## config.mk

```make
export PLATFORM = sky130hd
export DESIGN_NAME = paren_expression_evaluator
export DESIGN_NICKNAME = d
export VERILOG_FILES = /design/src/rtl/pexev_pkg.sv /design/src/rtl/pexev_ram.sv /design/src/rtl/paren_expression_evaluator.sv
export SDC_FILE = /design/constraint.sdc
export NUM_CORES = 2
export LEC_CHECK = 0
export ABC_AREA = 1
export BUFFER_PORTS_ARGS = -buffer_cell sky130_fd_sc_hd__buf_2
export CORE_ASPECT_RATIO = 0.7
export CORE_MARGIN = 2
export CORE_UTILIZATION = 60
export CTS_CLUSTER_DIAMETER = 200
export DETAILED_ROUTE_END_ITERATION = 12
export PLACE_DENSITY_LB_ADDON = 0.2
export SYNTH_ARGS = -nofsm -noshare
export SYNTH_HDL_FRONTEND = slang
export SYNTH_SLANG_ARGS = --single-unit
```

## constraint.sdc

```tcl
create_clock -name clock -period 9.55 [get_ports clock]
set_clock_uncertainty 0.1 [all_clocks]
set_input_delay 1.4325 -clock clock [delete_from_list [all_inputs] [get_ports clock]]
set_output_delay 1.4325 -clock clock [all_outputs]
set_load 0.01 [all_outputs]
```

## src/rtl/pexev_pkg.sv

```systemverilog
// types and constants shared by the expression evaluator files
package pexev_pkg;

   localparam int unsigned DATA_W = 32;

   // character codes
   localparam logic [7:0] C_PLUS   = 8'h2B;
   localparam logic [7:0] C_MINUS  = 8'h2D;
   localparam logic [7:0] C_STAR   = 8'h2A;
   localparam logic [7:0] C_SLASH  = 8'h2F;
   localparam logic [7:0] C_OPEN   = 8'h28;
   localparam logic [7:0] C_CLOSE  = 8'h29;
   localparam logic [7:0] C_ZERO   = 8'h30;
   localparam logic [7:0] C_NINE   = 8'h39;

   typedef enum logic [1:0] {
      OP_ADD,
      OP_SUB,
      OP_MUL,
      OP_DIV
   } op_type;

   typedef enum logic [1:0] {
      ST_OK,
      ST_DIV0,
      ST_PAREN,
      ST_MALFORMED
   } status_type;

   // one saved parenthesis level
   typedef struct packed {
      logic [DATA_W-1:0] acc;
      op_type            op;
      logic              has;
   } lvl_type;

   function automatic op_type char_to_op(input logic [7:0] c);
      op_type r;
      case (c)
         C_PLUS:  r = OP_ADD;
         C_MINUS: r = OP_SUB;
         C_STAR:  r = OP_MUL;
         default: r = OP_DIV;
      endcase
      return r;
   endfunction

endpackage

```

## src/rtl/pexev_ram.sv

```systemverilog
// generic single-write, single-read ram with registered read data
module pexev_ram #(
   parameter int WIDTH = 8,
   parameter int DEPTH = 16
) (
   input  logic             clock,
   input  logic             we,
   input  logic [((DEPTH > 1) ? $clog2(DEPTH) : 1)-1:0] waddr,
   input  logic [WIDTH-1:0] wdata,
   input  logic [((DEPTH > 1) ? $clog2(DEPTH) : 1)-1:0] raddr,
   output logic [WIDTH-1:0] rdata
);

   logic [WIDTH-1:0] mem_ff [DEPTH];
   logic [WIDTH-1:0] rdata_ff;

   always_ff @(posedge clock) begin
      if (we) begin
         mem_ff[waddr] <= wdata;
      end
      rdata_ff <= mem_ff[raddr];
   end

   assign rdata = rdata_ff;

endmodule

```

## src/rtl/paren_expression_evaluator.sv

```systemverilog
// top level of the character-serial left-to-right expression evaluator
//
//  channel  | dir | payload                                   | handshake
//  ---------+-----+-------------------------------------------+------------------------
//  req_     | in  | tdata[7:0] char_code, tlast end_of_expr   | tvalid / tready
//  rsp_     | out | tdata[31:0] value, tuser[1:0] status      | tvalid / tready
//
// a digit, '(' or ignored code passes accept, decode and end check, an operator also the
// operator set, a ')' close, stack read and parent apply; a pending number adds an apply
// step, each * or / apply runs the 32-step shift-add multiply or restoring divide, ending
// an expression adds check and emit; worst case a final ')' after a number, * or / in both.
// one character at a time; an unread result on rsp_ stalls the input only once the next
// expression ends. sync reset empties the current level; ram levels are written before read.
module paren_expression_evaluator #(
   parameter int MAX_DEPTH = 16
) (
   input  logic        clock,
   input  logic        reset,
   input  logic        req_tvalid,
   output logic        req_tready,
   input  logic [7:0]  req_tdata,   // [7:0] char_code
   input  logic        req_tlast,   // end_of_expr
   output logic        rsp_tvalid,
   input  logic        rsp_tready,
   output logic [31:0] rsp_tdata,   // [31:0] value
   output logic [1:0]  rsp_tuser    // [1:0] status
);

   localparam int DW = $clog2(MAX_DEPTH + 1);
   localparam int AW = (MAX_DEPTH > 1) ? $clog2(MAX_DEPTH) : 1;
   localparam int LW = $bits(pexev_pkg::lvl_type);

   typedef enum logic [3:0] {
      S_IDLE,
      S_DECODE,
      S_OPSET,
      S_CLOSE,
      S_POPW,
      S_APPLY,
      S_MUL,
      S_DIV,
      S_END,
      S_CHECK,
      S_EMIT
   } state_type;

   // control
   state_type               state_ff, state_in;
   state_type               ret_ff, ret_in;       // where to go after an operand is applied
   logic [4:0]              cnt_ff, cnt_in;       // serial step count
   // accepted word
   logic [7:0]              char_ff, char_in;
   logic                    last_ff, last_in;
   // current level, its parents live in the ram
   logic [31:0]             acc_ff, acc_in;
   pexev_pkg::op_type       op_ff, op_in;
   logic                    has_ff, has_in;
   logic [31:0]             num_ff, num_in;
   logic                    innum_ff, innum_in;
   logic [DW-1:0]           depth_ff, depth_in;
   pexev_pkg::status_type   err_ff, err_in;
   // serial arithmetic
   logic [31:0]             opnd_ff, opnd_in;     // operand, then divisor magnitude
   logic [31:0]             work_ff, work_in;     // product or remainder
   logic [31:0]             sh_ff, sh_in;         // multiplier or dividend/quotient
   logic                    neg_ff, neg_in;
   // result register
   logic                    rsp_valid_ff, rsp_valid_in;
   logic [31:0]             rsp_value_ff, rsp_value_in;
   pexev_pkg::status_type   rsp_status_ff, rsp_status_in;

   // stack ram
   logic                    ram_we;
   logic [AW-1:0]           ram_waddr;
   logic [AW-1:0]           ram_raddr;
   pexev_pkg::lvl_type      push_lvl;
   pexev_pkg::lvl_type      pop_lvl;
   logic [LW-1:0]           ram_rdata;
   logic [DW-1:0]           depth_dec;

   // character classes
   logic                    is_digit;
   logic                    is_op;
   logic [3:0]              digit_val;
   // serial step values
   logic [31:0]             mul_sum;
   logic [32:0]             div_trial;
   logic                    div_ge;
   logic [31:0]             div_q;

   assign depth_dec = depth_ff - DW'(1);
   assign ram_waddr = depth_ff[AW-1:0];
   assign ram_raddr = depth_dec[AW-1:0];
   assign push_lvl  = '{acc: acc_ff, op: op_ff, has: has_ff};
   assign pop_lvl   = pexev_pkg::lvl_type'(ram_rdata);

   pexev_ram #(
      .WIDTH (LW),
      .DEPTH (MAX_DEPTH)
   ) u_stack (
      .clock (clock),
      .we    (ram_we),
      .waddr (ram_waddr),
      .wdata (push_lvl),
      .raddr (ram_raddr),
      .rdata (ram_rdata)
   );

   assign is_digit  = (char_ff >= pexev_pkg::C_ZERO) && (char_ff <= pexev_pkg::C_NINE);
   assign is_op     = (char_ff == pexev_pkg::C_PLUS) || (char_ff == pexev_pkg::C_MINUS)
                   || (char_ff == pexev_pkg::C_STAR) || (char_ff == pexev_pkg::C_SLASH);
   assign digit_val = 4'(char_ff - pexev_pkg::C_ZERO);

   // one shift-add step of the multiply
   assign mul_sum   = work_ff + (sh_ff[0] ? acc_ff : 32'd0);
   // one restoring step of the divide
   assign div_trial = {work_ff, sh_ff[31]};
   assign div_ge    = div_trial >= {1'b0, opnd_ff};
   assign div_q     = {sh_ff[30:0], div_ge};

   assign req_tready = (state_ff == S_IDLE);
   assign rsp_tvalid = rsp_valid_ff;
   assign rsp_tdata  = rsp_value_ff;
   assign rsp_tuser  = rsp_status_ff;

   always_comb begin
      state_in      = state_ff;
      ret_in        = ret_ff;
      cnt_in        = cnt_ff;
      char_in       = char_ff;
      last_in       = last_ff;
      acc_in        = acc_ff;
      op_in         = op_ff;
      has_in        = has_ff;
      num_in        = num_ff;
      innum_in      = innum_ff;
      depth_in      = depth_ff;
      err_in        = err_ff;
      opnd_in       = opnd_ff;
      work_in       = work_ff;
      sh_in         = sh_ff;
      neg_in        = neg_ff;
      rsp_value_in  = rsp_value_ff;
      rsp_status_in = rsp_status_ff;
      rsp_valid_in  = rsp_valid_ff && !rsp_tready;
      ram_we        = 1'b0;

      case (state_ff)
         S_IDLE: begin
            if (req_tvalid) begin
               char_in  = req_tdata;
               last_in  = req_tlast;
               state_in = S_DECODE;
            end
         end

         S_DECODE: begin
            state_in = S_END;
            if (err_ff == pexev_pkg::ST_OK) begin
               if (is_digit) begin
                  if (!innum_ff && has_ff) begin
                     err_in = pexev_pkg::ST_MALFORMED;
                  end else begin
                     innum_in = 1'b1;
                     num_in   = {num_ff[28:0], 3'b000} + {num_ff[30:0], 1'b0}
                              + {28'd0, digit_val};
                  end
               end else if (is_op || (char_ff == pexev_pkg::C_CLOSE)) begin
                  // a pending number is applied first
                  ret_in = is_op ? S_OPSET : S_CLOSE;
                  if (innum_ff) begin
                     opnd_in  = num_ff;
                     innum_in = 1'b0;
                     num_in   = '0;
                     state_in = S_APPLY;
                  end else begin
                     state_in = is_op ? S_OPSET : S_CLOSE;
                  end
               end else if (char_ff == pexev_pkg::C_OPEN) begin
                  if (innum_ff || has_ff) begin
                     err_in = pexev_pkg::ST_MALFORMED;
                  end else if (depth_ff >= DW'(MAX_DEPTH)) begin
                     err_in = pexev_pkg::ST_PAREN;
                  end else begin
                     ram_we   = 1'b1;
                     depth_in = depth_ff + DW'(1);
                     acc_in   = '0;
                     op_in    = pexev_pkg::OP_ADD;
                     has_in   = 1'b0;
                  end
               end
            end
         end

         S_OPSET: begin
            state_in = S_END;
            if (err_ff == pexev_pkg::ST_OK) begin
               if (!has_ff) begin
                  err_in = pexev_pkg::ST_MALFORMED;
               end else begin
                  op_in  = pexev_pkg::char_to_op(char_ff);
                  has_in = 1'b0;
               end
            end
         end

         S_CLOSE: begin
            state_in = S_END;
            if (err_ff == pexev_pkg::ST_OK) begin
               if (depth_ff == '0) begin
                  err_in = pexev_pkg::ST_PAREN;
               end else if (!has_ff) begin
                  err_in = pexev_pkg::ST_MALFORMED;
               end else begin
                  // inner value becomes the operand of the parent level
                  opnd_in  = acc_ff;
                  depth_in = depth_dec;
                  state_in = S_POPW;
               end
            end
         end

         S_POPW: begin
            acc_in   = pop_lvl.acc;
            op_in    = pop_lvl.op;
            has_in   = pop_lvl.has;
            ret_in   = S_END;
            state_in = S_APPLY;
         end

         S_APPLY: begin
            cnt_in  = '0;
            work_in = '0;
            case (op_ff)
               pexev_pkg::OP_ADD: begin
                  acc_in   = acc_ff + opnd_ff;
                  has_in   = 1'b1;
                  state_in = ret_ff;
               end
               pexev_pkg::OP_SUB: begin
                  acc_in   = acc_ff - opnd_ff;
                  has_in   = 1'b1;
                  state_in = ret_ff;
               end
               pexev_pkg::OP_MUL: begin
                  sh_in    = opnd_ff;
                  state_in = S_MUL;
               end
               default: begin
                  if (opnd_ff == '0) begin
                     err_in   = pexev_pkg::ST_DIV0;
                     state_in = ret_ff;
                  end else begin
                     neg_in   = acc_ff[31] ^ opnd_ff[31];
                     sh_in    = acc_ff[31] ? (~acc_ff + 32'd1) : acc_ff;
                     opnd_in  = opnd_ff[31] ? (~opnd_ff + 32'd1) : opnd_ff;
                     state_in = S_DIV;
                  end
               end
            endcase
         end

         S_MUL: begin
            work_in = mul_sum;
            acc_in  = {acc_ff[30:0], 1'b0};
            sh_in   = {1'b0, sh_ff[31:1]};
            cnt_in  = cnt_ff + 5'd1;
            if (cnt_ff == 5'd31) begin
               acc_in   = mul_sum;
               has_in   = 1'b1;
               state_in = ret_ff;
            end
         end

         S_DIV: begin
            // the remainder stays below the divisor, so 32 bits hold it
            work_in = div_ge ? (div_trial[31:0] - opnd_ff) : div_trial[31:0];
            sh_in   = div_q;
            cnt_in  = cnt_ff + 5'd1;
            if (cnt_ff == 5'd31) begin
               acc_in   = neg_ff ? (~div_q + 32'd1) : div_q;
               has_in   = 1'b1;
               state_in = ret_ff;
            end
         end

         S_END: begin
            if (!last_ff) begin
               state_in = S_IDLE;
            end else if ((err_ff == pexev_pkg::ST_OK) && innum_ff) begin
               opnd_in  = num_ff;
               innum_in = 1'b0;
               num_in   = '0;
               ret_in   = S_CHECK;
               state_in = S_APPLY;
            end else begin
               state_in = S_CHECK;
            end
         end

         S_CHECK: begin
            if (err_ff == pexev_pkg::ST_OK) begin
               if (depth_ff != '0) begin
                  err_in = pexev_pkg::ST_PAREN;
               end else if (!has_ff) begin
                  err_in = pexev_pkg::ST_MALFORMED;
               end
            end
            state_in = S_EMIT;
         end

         S_EMIT: begin
            // hold here only while an earlier result is still unread
            if (!rsp_valid_ff || rsp_tready) begin
               rsp_valid_in  = 1'b1;
               rsp_value_in  = (err_ff == pexev_pkg::ST_OK) ? acc_ff : 32'd0;
               rsp_status_in = err_ff;
               acc_in        = '0;
               op_in         = pexev_pkg::OP_ADD;
               has_in        = 1'b0;
               num_in        = '0;
               innum_in      = 1'b0;
               depth_in      = '0;
               err_in        = pexev_pkg::ST_OK;
               state_in      = S_IDLE;
            end
         end

         default: begin
            state_in = S_IDLE;
         end
      endcase
   end

   always_ff @(posedge clock) begin
      if (reset) begin
         state_ff     <= S_IDLE;
         ret_ff       <= S_END;
         cnt_ff       <= '0;
         acc_ff       <= '0;
         op_ff        <= pexev_pkg::OP_ADD;
         has_ff       <= 1'b0;
         num_ff       <= '0;
         innum_ff     <= 1'b0;
         depth_ff     <= '0;
         err_ff       <= pexev_pkg::ST_OK;
         rsp_valid_ff <= 1'b0;
      end else begin
         state_ff     <= state_in;
         ret_ff       <= ret_in;
         cnt_ff       <= cnt_in;
         acc_ff       <= acc_in;
         op_ff        <= op_in;
         has_ff       <= has_in;
         num_ff       <= num_in;
         innum_ff     <= innum_in;
         depth_ff     <= depth_in;
         err_ff       <= err_in;
         rsp_valid_ff <= rsp_valid_in;
      end
      char_ff       <= char_in;
      last_ff       <= last_in;
      opnd_ff       <= opnd_in;
      work_ff       <= work_in;
      sh_ff         <= sh_in;
      neg_ff        <= neg_in;
      rsp_value_ff  <= rsp_value_in;
      rsp_status_ff <= rsp_status_in;
   end

endmodule

```

# Word level (Yosys, flattened, before mapping)
# Memory sizes are Yosys's and may differ from the RTL's. A register that Yosys moved wholly into a read port is not among the register bits.
# Index checks and enable logic that the tools add are counted.
[word_totals] ff_bits=229 latchBits=0 mem_bits_rw=560 romBits=0 output_inout_bits=36 word_cells=275 mem_count=1
[op_classes] n_addsub=13 n_mul=0 div=0 n_lt_le_gt_ge=4 eq_ne=54 n_shift=0 muxes=130 bitwise_logic=6 n_reduce_logical=47
[mem_list] memory="u_stack.mem_ff" words=16 width=35 read_ports=1 rd_clocked_by_memory_dff=1 wr=1 line_no="pexev_ram.sv:14" text="logic [WIDTH-1:0] mem_ff [DEPTH];"
[op_table] operator="two-way mux 32 bit" n=33
[op_table] operator="one-hot mux 32 bit (3 select lines)" n=3
[op_table] operator="one-hot mux 32 bit (6 select lines)" n=1
[op_table] operator="one-hot mux 32 bit (2 select lines)" n=2
[op_table] operator="one-hot mux 32 bit (4 select lines)" n=1
[op_table] operator="adder 32 x 1 -> 32 bit, second input constant" n=3
[op_table] operator="adder 32 bit" n=3
[op_table] operator="NOT 32 bit" n=3
[op_table] operator="two-way mux 4 bit" n=17
[op_table] operator="subtractor 32 bit" n=2
[op_table] operator="two-way mux 5 bit" n=10
[op_table] operator="!= test 2 bit, second input constant" n=25
[op_table] operator="equality test 8 x 6 -> 1 bit, second input constant" n=6
[op_table] operator="two-way mux 2 bit" n=24
[op_table] operator="one-hot mux 4 bit (10 select lines)" n=1
[op_table] operator="greater-or-equal comparator 33 x 32 -> 1 bit" n=1
[op_table] operator="adder 32 x 4 -> 32 bit" n=1
[op_table] operator="logical NOT 32 bit" n=1
[op_table] operator="two-way mux 1 bit" n=28
[op_table] operator="!= test 3 bit, second input constant" n=8
[op_table] operator="AND reduction 12 bit" n=2
[op_table] operator="AND reduction 11 bit" n=2
[op_table] operator="AND reduction 10 bit" n=2
[op_table] operator="nonzero test 6 bit" n=3
[op_table] operator="45 further kinds" n=72

# Logic depth before layout (Yosys ltp)
[logic_depth] depth_word=11 mapped_depth=33

# Hierarchy
# A second synthesis with hierarchy kept.
[unflattened] cells_unflattened=5535 area_unflattened_um2=46387.0
[by_module_without_submodules] module="pexev_ram" instances=1 cells_each=2315 area_per_inst_um2=24606.1 seq_area_each_um2=17516.8
[by_module_without_submodules] module="paren_expression_evaluator" instances=1 cells_each=3220 area_per_inst_um2=21780.9 seq_area_each_um2=5965.7

# Worst setup path before layout
# No wires, ideal clock.
[synth_path] path_type="register -> register" startpoint="register state_ff[2]" endpoint="register sh_ff[0], enable pin" setup_time_ps=421 t_arrival_ps=3828 path_slack_ps=5201 path_stages_with_launch=7 n_path_buf=0 synth_period_minus_slack_ps=4349 cell_sequence="dfxtp_1 > inv_1 > nor2_2 > inv_2 > nor2_1 > inv_1 > nor2_1"
[synth_between] elab_chain_cells=3 elab_cells_between_ends=7 cone_classes="eq/ne (5); reduce/logical (2)"
[synth_lines] item="from (decl)" line_no="paren_expression_evaluator.sv:48" text="state_type state_ff, state_in;"
[synth_lines] item="from (signal assigned)" line_no="paren_expression_evaluator.sv:349" text="state_ff <= state_in;"
[synth_lines] item="equality test 4 x 3 -> 1 bit" line_no="paren_expression_evaluator.sv:148" text="case (state_ff)"
[synth_lines] item="!= test 3 bit (no line), or another cell as far along"
[synth_lines] item="AND reduction 3 bit (no line) (*)"
[synth_lines] item="to (signal assigned)" line_no="paren_expression_evaluator.sv:365" text="sh_ff <= sh_in;"
[synth_lines] item="to (decl)" line_no="paren_expression_evaluator.sv:65" text="logic [31:0] sh_ff, sh_in;"
# Mark *: on every way between the ends. The rest lies on a longest branch, timed or not.
# A chain may end at the register's enable or synchronous reset.

# Worst setup path in the final report
[layout_path] startpoint="register op_ff[0]" endpoint="register acc_ff[29]"
[layout_between] elab_chain_cells=3 elab_cells_between_ends=6 cone_classes="eq/ne (2); mux (2); reduce/logical (2)"
[layout_lines] item="from (decl)" line_no="paren_expression_evaluator.sv:56" text="pexev_pkg::op_type op_ff, op_in;"
[layout_lines] item="from (signal assigned)" line_no="paren_expression_evaluator.sv:341" text="op_ff <= pexev_pkg::OP_ADD;"
[layout_lines] item="from (signal assigned)" line_no="paren_expression_evaluator.sv:353" text="op_ff <= op_in;"
[layout_lines] item="equality test 2 x 1 -> 1 bit or logical NOT 2 bit (tied branches)" line_no="paren_expression_evaluator.sv:234" text="case (op_ff)"
[layout_lines] item="one-hot mux 32 bit (2 select lines) or != test 3 bit (tied branches)"
[layout_lines] item="one-hot mux 32 bit (6 select lines) or AND reduction 10 bit (tied branches)"
[layout_lines] item="to (signal assigned)" line_no="paren_expression_evaluator.sv:352" text="acc_ff <= acc_in;"
[layout_lines] item="to (decl)" line_no="paren_expression_evaluator.sv:55" text="logic [31:0] acc_ff, acc_in;"
# Parallel ways exist; a longest one is shown, timed or not.

==> flow_summary.yaml <==
cts:
  clk_pin_slew_worst_paths_ns: 0.06
  hold_buffers: 0
  cts_setup_buffers: 0
  htree_levels: 3
  cts_buffer_depth: 3
  cts-resized-gates: 0
  numClockSinks: 823
  cts-root-buf: "clkbuf_16"
  cts_inserted_buffers: 81
  cts_tree: "built"
  insertion_delay_ns: 0.67
global_route:
  gr-total-overflow: 0
  antenna_found_initial: 4
  grt_usage_pct: 39.1
  grt_max_degree: 169
  grt_pass1_vias: 34200
  grt_pass1_wl_um: 221000
place:
  gp_congestion: 1.08
  pre_cts_ws_ns: 4.03
  portBuffers: 48
  dpl.hpwl_um: 102000
timing:
  fin_crit_ns: 5.81
  rsz0062_at_grt: "no"
  setup_slack_ns: 3.74
  finalCritPeriodShare_pct: 60.8
  fmax_ghz: 0.172
  setup_viol: 0
  slew_violations: 0
  slew_headroom_pct: 18.8
  tightestPinTransition_ns: 1.21
  tns_ns: 0
  hold_violations: 0
route:
  first_pass_iters: 9
  routedWlPerCell_um: 25.8
  vias: 38000
  via_per_inst: 6.52
  drt_wl_total_um: 151000
  drc: 0
  drt_iter0_drc: 6209
  detail-route-antenna-nets: 0
power_and_ir_drop:
  ir_drop_uv: 243
  powerDensity_nw_per_um2: 210
  p_leak_nw: 17.2
synthesis:
  synthTopCellsByArea: "edfxtp_1, nand2_1, dfxtp_1"
  ys_warn_count: 0
  yosysTopAreaCell: "edfxtp_1"
  yosys.cell_count.top_type: "nand2_1"
  seq_area_frac_synth_pct: 52.9
  ys_seq_elements: 823
  async_flop_share_pct: 0
  ys_types: 73
  synthTopCellsByCount: "nand2_1, edfxtp_1, nor2_1"
  syn-num-nets: 4974
  synth.top_cell.area_share_pct: 47.3
  syn-cell-area_um2: 44400
  avgSynthCellArea_um2: 9.27
  ys.flop_type: "edfxtp_1"
  synth-edff-count: 700
  syn_inst: 4793
worst_setup_path:
  critPathCaptureType: "flip-flop"
  worstPathArrival_ns: 6.20
  path_buf_inv: 5
  cp.required_ns: 9.94
  critPathMaxStageDelay_ns: 0.91
  rrSetupSlack_ns: 3.74
  r2r_start: "op_ff[0]"
  path_cells: "inv_1, nor2_1, clkinv_1, buf_4, o21ai_0, inv_1, ha_1, a21oi_1, nand2_1, a21boi_0, o21ai_1, nand3_1, nand2_1, o21ai_0, nand2_1, inv_1, nand3_1, nand2_1, a21oi_1"
  timing.rr.end: "acc_ff[29]"
  ff2ff_path_depth: 19
  critPathTopFamily: "compound AO/OA/AOI/OAI gates"
  crit_start: "op_ff[0]"
  cp-start-kind: "flip-flop"
  timing.critical_path.mode_cell: "nand2_1"
  crit_path_max_fanout: 50
  critPathSlowestCell: "nor2_1"
  criticalPathCategory: "reg2reg"
floorplanning:
  die_w_um: 329
  initial_core_util_pct: 60.6
  core_um2: 73300
  rows: 83
  ios: 49
  fp.dieArea_um2: 76300
  die_h_um: 232
layout:
  area_delta_synth_final_pct: 9.50
  nets: 4967
  drive_above_1_share_pct: 7.89
flow_run:
  maxCapViolations: 0
worst_hold_path:
  min_from: "ret_ff[3]"
  min-delay-path-class: "reg2reg"
  worstHoldEndpoint: "ret_ff[3]"
  whs_path_depth: 2
outcome:
  outcome: "finished clean"
==> routing by layer <==
metal | vias up | part of all wire, % | GRT usage, %
met5 | - | 0.13 | 0
met1 | 18100 | 43 | 61.5
met4 | 8 | 2.6 | 9.77
met3 | 292 | 15 | 12.2
met2 | 2594 | 40 | 51.7
li1 | 17000 | - | -
==> cell usage in the layout, fill, tap and decap left out, drive strengths merged, types with 25 or more instances in the layout <==
| cell | count |
|---|---|
| o32ai | 35 |
| xor2 | 60 |
| a21oi | 284 |
| mux2i | 87 |
| o22ai | 69 |
| clkinv | 29 |
| or2 | 33 |
| xnor2 | 25 |
| o21ai | 492 |
| nor3 | 68 |
| nor2 | 652 |
| inv | 424 |
| nand3 | 204 |
| edfxtp | 700 |
| o211ai | 33 |
| clkbuf | 108 |
| buf | 122 |
| nand2 | 783 |
| ha | 163 |
| o221ai | 114 |
| nand4 | 49 |
| dfxtp | 123 |
==> kinds of logic after synthesis <==
family / count (synthesis) / share of synthesized area, %
buf+inv: 638 / 5.58
flops: 823 / 52.9
mux: 87 / 1.96
compound gates: 1170 / 15.8
xor+xnor: 85 / 1.68
simple gates: 1822 / 17.3
fa+ha+maj: 168 / 4.82
==> power breakdown <==
part	switching, mW	leakage, nW	internal (mW)
sequential	0.144	6.30	4.02
combinational	1.86	9.50	0.741
clock	1.46	1.36	1.97
==> final cells by class <==
| class | count | area (um2) |
|---|---|---|
| fill | 5930 | 24700 |
| sequential | 823 | 23500 |
| multi-input combinational | 3332 | 18700 |
| clock buffer | 108 | 2190 |
| inverter | 426 | 1610 |
| tap | 977 | 1220 |
| timing repair buffer | 122 | 808 |
| clock inverter | 44 | 661 |
| antenna | 1 | 2.50 |
==> how the worst max path moves through the flow <==
| stage | endpoint | slack [ns] | cells after the start |
|---|---|---|---|
| finish | acc_ff[29] | 3.74 | 19 |
| global route | acc_ff[29] | 3.31 | 19 |
| CTS | acc_ff[29] | 3.97 | 19 |
| detailed placement | acc_ff[29] | 4.03 | 19 |
| global placement | acc_ff[29] | 4.02 | 19 |
| floorplan | sh_ff[0] | 5.20 | 6 |
==> worst register-to-register path: cells and delay by family, from the launching register on <==
family,cells,cell delay (ns)
adder cells (fa/ha/maj),1,0.20
AO/OA/AOI/OAI,6,2.02
flip-flops,1,0.71
buffers and inverters,5,0.99
AND/OR/NAND/NOR,7,1.63
==> registers in the layout, summed over array words and instances (netlist names), 2 cells and up <==
signal / flops
err_ff: 2
rsp_tdata: 32
acc_ff: 32
ret_ff: 3
depth_ff: 5
state_ff: 4
op_ff: 2
u_stack.mem_ff: 560
opnd_ff: 32
u_stack.rdata: 35
sh_ff: 32
work_ff: 32
num_ff: 32
rsp_tuser: 2
cnt_ff: 5
char_ff: 8
==> through the flow <==
step / power (mW) / std cells / util, % / hold WS, ns / area, um2
finish: 10.2 / 5833 / 66.3 / 0.356 / 48600
CTS: 10.1 / 5832 / 66.3 / 0.357 / 48600
global placement: 6.73 / 5680 / 62.4 / 0.337 / 45800
global route: 10.6 / 5832 / 66.3 / 0.390 / 48600
detailed placement: 6.75 / 5680 / 62.4 / 0.343 / 45800
floorplan: 5.92 / 4793 / - / 0.320 / 44400
(Power assumes the default switching activity.)
